==> config.mk <==
export PLATFORM = sky130hd
export DESIGN_NAME = ngrl_cell
export DESIGN_NICKNAME = d
export VERILOG_FILES = /design/src/ngrl_pkg.sv /design/src/ngrl_cell.sv
export SDC_FILE = /design/constraint.sdc
export NUM_CORES = 2
export LEC_CHECK = 0
export ABC_AREA = 1
export BUFFER_PORTS_ARGS = -buffer_cell sky130_fd_sc_hd__buf_2
export CORE_MARGIN = 2
export CORE_UTILIZATION = 60
export CTS_BUF_LIST = sky130_fd_sc_hd__clkbuf_4 sky130_fd_sc_hd__clkbuf_8 sky130_fd_sc_hd__clkbuf_16
export CTS_CLUSTER_DIAMETER = 30
export DETAILED_ROUTE_END_ITERATION = 12
export PLACE_DENSITY = 0.79
export SLEW_MARGIN = 20
export SYNTH_ARGS = -nofsm -noshare
export SYNTH_HDL_FRONTEND = slang
export SYNTH_SLANG_ARGS = --single-unit
==> constraint.sdc <==
create_clock -name clock -period 16.5 [get_ports clock]
set_clock_uncertainty 0.15 [all_clocks]
set_input_delay 1.65 -clock clock [delete_from_list [all_inputs] [get_ports clock]]
set_output_delay 1.65 -clock clock [all_outputs]
set_load 0.01 [all_outputs]
==> src/ngrl_pkg.sv <==
package ngrl_pkg;

   localparam int MAX_REGIONS_DEF = 256;
   localparam int ID_W   = 22;
   localparam int CELL_W = 11;
   localparam int PT_W   = 20;
   localparam int DIST_W = 46;

   localparam logic [1:0] OP_LOAD  = 2'd0;
   localparam logic [1:0] OP_QUERY = 2'd1;
   localparam logic [1:0] OP_CLEAR = 2'd2;
   localparam logic [1:0] OP_NONE  = 2'd3;

   localparam logic [2:0] ST_OK      = 3'd0;
   localparam logic [2:0] ST_FULL    = 3'd1;
   localparam logic [2:0] ST_HIT     = 3'd2;
   localparam logic [2:0] ST_NEAREST = 3'd3;
   localparam logic [2:0] ST_EMPTY   = 3'd4;

   // data moving along the cell row
   typedef struct packed {
      logic              valid;
      logic              is_query;
      logic [ID_W-1:0]   key;
      logic signed [PT_W-1:0] px;
      logic signed [PT_W-1:0] py;
      logic              match;
      logic              have;
      logic [DIST_W-1:0] best_d;
      logic [ID_W-1:0]   best_id;
   } probe_type;

   function automatic logic signed [CELL_W-1:0] id_gx(input logic [ID_W-1:0] id);
      id_gx = signed'(id[ID_W-1:CELL_W] ^ 11'h400);
   endfunction

   function automatic logic signed [CELL_W-1:0] id_gy(input logic [ID_W-1:0] id);
      id_gy = signed'(id[CELL_W-1:0] ^ 11'h400);
   endfunction

   function automatic logic [ID_W-1:0] pack_id(input logic signed [CELL_W-1:0] gx,
                                               input logic signed [CELL_W-1:0] gy);
      pack_id = {gx ^ 11'h400, gy ^ 11'h400};
   endfunction

endpackage

==> src/ngrl_cell.sv <==
module ngrl_cell (
   input  logic                  clock,
   input  logic                  reset,
   input  logic                  clear,
   input  logic                  wr_en,
   input  logic [ngrl_pkg::ID_W-1:0] wr_id,
   input  ngrl_pkg::probe_type   probe_in,
   output ngrl_pkg::probe_type   probe_out
);

   logic                        used_ff, used_in;
   logic [ngrl_pkg::ID_W-1:0]   id_ff;
   ngrl_pkg::probe_type         probe_ff, probe_in_c;
   logic signed [ngrl_pkg::PT_W+3:0] dx, dy;
   logic [ngrl_pkg::DIST_W-1:0] d;

   always_comb begin
      dx = 24'(probe_in.px) - 24'(signed'({ngrl_pkg::id_gx(id_ff), 12'd0}));
      dy = 24'(probe_in.py) - 24'(signed'({ngrl_pkg::id_gy(id_ff), 12'd0}));
      d  = ngrl_pkg::DIST_W'(dx * dx) + ngrl_pkg::DIST_W'(dy * dy);
      probe_in_c = probe_in;
      if (probe_in.valid && used_ff) begin
         if (id_ff == probe_in.key) probe_in_c.match = 1'b1;
         if (probe_in.is_query && (!probe_in.have || d < probe_in.best_d)) begin
            probe_in_c.have    = 1'b1;
            probe_in_c.best_d  = d;
            probe_in_c.best_id = id_ff;
         end
      end
      used_in = clear ? 1'b0 : (wr_en ? 1'b1 : used_ff);
   end

   always_ff @(posedge clock) begin
      if (reset) begin
         used_ff        <= 1'b0;
         probe_ff.valid <= 1'b0;
      end else begin
         used_ff  <= used_in;
         probe_ff <= probe_in_c;
      end
      if (wr_en) id_ff <= wr_id;
   end

   assign probe_out = probe_ff;

endmodule

==> results.toml <==
[setup_path]
crit_start = "probe_in[109]"
timing_worst_setup_path_type = "input pin to register"
endpoint_kind = "register"
r2r-end = "probe_out[26]"
slowest_delay_ns = 0.79
r2r_slack_ns = 3.49
r2r_cells = 45
worstReg2RegStart = "id_ff[13]"
slowest_stage = "fa_1"
required_ns = 16.55
worst_setup_path_start_kind = "input pin"
cp_max_fo = 58
arrival_ns = 13.85
crit_end = "probe_out[26]"
crit_top_cell = "fa_1"

[clock_tree]
cts_sinks = 157
clk_pin_slew_ns = 0.08
cts_resized = 0
cts_buffers = 17
htreeDepth = 4
postCtsSetupRepairBufs = 0
cts.path.max_buffers = 2
insertion_delay_ns = 0.49
root_buffer = "clkbuf_16"
hold_buffers = 0
cts_tree = "done"

[route]
totalWireLength_mm = 119.0
drt_iter0_drc = 2414
drc = 0
post_drt_wl_per_cell_microns = 19.46
ant_nets = 0
avgViaCountPerCell = 5.383
firstDrtPassIters = 5
vias = 32900

[sta]
hold_slack_ns = 0.3560
maxSlewViolCount = 0
finalHoldViolations = 0
fmax_ghz = 0.07245
min_period_over_period = 0.8365
rsz0062_at_grt = "no"
slew_headroom = 0.2686
min_period_ns = 13.80
setup_viol = 0
fin_setup_tns_ns = 0
worstMarginPinSlew_ns = 1.089

[floorplanning]
initial_core_util = 0.6082
dieArea_sq_mm = 0.07794
num_rows = 100
core_sq_mm = 0.07470
io_pins = 294
die_w_microns = 279.2
die_height_microns = 279.2

[global_routing]
grt_first_pass_wirelength_mm = 191.8
grt_pass1_vias = 36710
antenna_found_initial = 1
grt_start_max_net_pins = 86
grt_usage = 0.3245
grt_overflow = 0

[place]
portBuffers = 293
dpl.hpwl_mm = 103.4
place_inst = 6079
place_congestion = 0.9878

[cells_and_area]
fin_cells = 6112
final_nets = 6770
drive_gt1_frac = 0.07993
area.growth.synth_to_final_pct = 6.679
nFillCells = 5956
post-route-util = 0.6488
multi_input_area_sq_mm = 0.03403
regArea_sq_mm = 0.004695

[synthesis]
syn_nets = 6537
yosys.area_share.simple = 0.1032
yosys.area_share.adder = 0.5999
yosysWarnings = 0
syn_avg_cell_area_sq_um = 9.279
synth.area.mux_share = 0
yosysUniqueCellTypes = 56
synth_top_family_by_area = "adder cells"
synth-seq-cells = 157
synth_xor_area_frac = 0.01303
synth_area_sq_mm = 0.04543
synth_cells = 4896
synth_compound_area_frac = 0.03266
yosysSeqAreaShare = 0.1033

[outcome]
status = "complete, no violations"

[job]
drv_cap = 0

[worst_hold_path]
hp-start = "used_ff"
hold_class = "register to register"
==> layer usage <==
| layer | GRT usage | share of wire | vias to the layer above | routed length [microns] |
|---|---|---|---|---|
| li1 | - | - | 14360 | - |
| met1 | 0.3905 | 0.35 | 16740 | 41870 |
| met2 | 0.5659 | 0.51 | 1409 | 60740 |
| met3 | 0.04452 | 0.072 | 387 | 8624 |
| met4 | 0.1787 | 0.065 | 0 | 7728 |
| met5 | 0 | 0 | - | 0 |
==> metrics by stage <==
stage	cell area, sq um	setup slack, ns
4_1_cts	48460	2.873
3_5_place_dp	47860	2.429
6_report	48470	2.698
5_1_grt	48470	2.034
3_3_place_gp	47860	2.705
2_1_floorplan	45430	5.137
==> layout make-up <==
class,instances,area share
tap,969,0.02502
antenna,1,0.00005163
multi-input combinational,2970,0.7022
clock inverter,15,0.003640
sequential,157,0.09686
timing repair buffer,321,0.03467
inverter,1662,0.1288
clock buffer,17,0.008778
==> layout by cell type, fill, tap and decap left out, drive strengths merged, types with 10 or more instances in the layout <==
| master | synthesis | layout |
|---|---|---|
| o21ai | 110 | 110 |
| nand2 | 674 | 674 |
| inv | 1647 | 1653 |
| edfxtp | 155 | 155 |
| a21oi | 80 | 80 |
| clkbuf | 69 | 17 |
| or2 | 12 | 12 |
| o21bai | 15 | 15 |
| nand3 | 64 | 64 |
| xor2 | 43 | 43 |
| clkinv | 15 | 20 |
| nor3 | 10 | 10 |
| nand4 | 18 | 18 |
| ha | 319 | 319 |
| fa | 1162 | 1162 |
| xnor2 | 22 | 22 |
| a21o | 11 | 11 |
| nor2 | 376 | 376 |
| buf | 38 | 321 |
==> how the worst min path moves through the flow <==
stage	slack, ns	endpoint	cells past startpoint
finish	0.36	used_ff	2
global route	0.39	used_ff	2
global placement	0.34	used_ff	2
CTS	0.35	used_ff	2
detailed placement	0.34	used_ff	2
floorplan	0.32	used_ff	2
==> worst max-delay path: cells and delay by family <==
kind	cells	cell delay [ns]
compound gates	5	1.30
buf+inv	9	2.29
simple gates	19	2.53
fa+ha+maj	12	5.97
==> logic make-up (layout without fill, tap and decap cells) <==
logic type	after synthesis	in the layout
DFF	157	157
other	0	1
xor gates and xnor gates	65	65
and+or+nand+nor	1169	1169
AOI/OAI and AO/OA	255	255
buffers and inverters	1769	2015
adders and majority gates	1481	1481
==> Yosys cell counts (all sizes together) <==
cell type / number / area (sq um)
inv: 1647 / 6182
fa: 1162 / 23260
nand2: 674 / 2567
nor2: 376 / 1431
ha: 319 / 3991
edfxtp: 155 / 4654
o21ai: 110 / 576.8
a21oi: 80 / 415.4
clkbuf: 69 / 259.0
nand3: 64 / 325.3
xor2: 43 / 391.6
buf: 38 / 222.7
xnor2: 22 / 200.2
nand4: 18 / 112.6
clkinv: 15 / 56.30
o21bai: 15 / 112.6
or2: 12 / 75.07
a21o: 11 / 83.83
nor3: 10 / 65.06
a21boi: 9 / 75.07
a31oi: 9 / 56.30
nor4: 8 / 56.30
o211ai: 5 / 37.54
o21a: 3 / 22.52
o22ai: 3 / 18.77
o31ai: 3 / 22.52
a221oi: 2 / 17.52
and3: 2 / 12.51
dfxtp: 2 / 40.04
nand3b: 2 / 15.01
nor3b: 2 / 20.02
o221ai: 2 / 17.52
a22o: 1 / 8.760
a41o: 1 / 10.01
and2: 1 / 6.260
o2111ai: 1 / 8.760
==> flip-flops by register name, indices dropped and copies added, names as in the netlist <==
| register | count |
|---|---|
| probe_out | 134 |
| id_ff | 22 |
| used_ff | 1 |
Power is left out: the tool's default activity adds up to more than one toggle a clock period on the data nets, which glitch-free logic cannot reach.
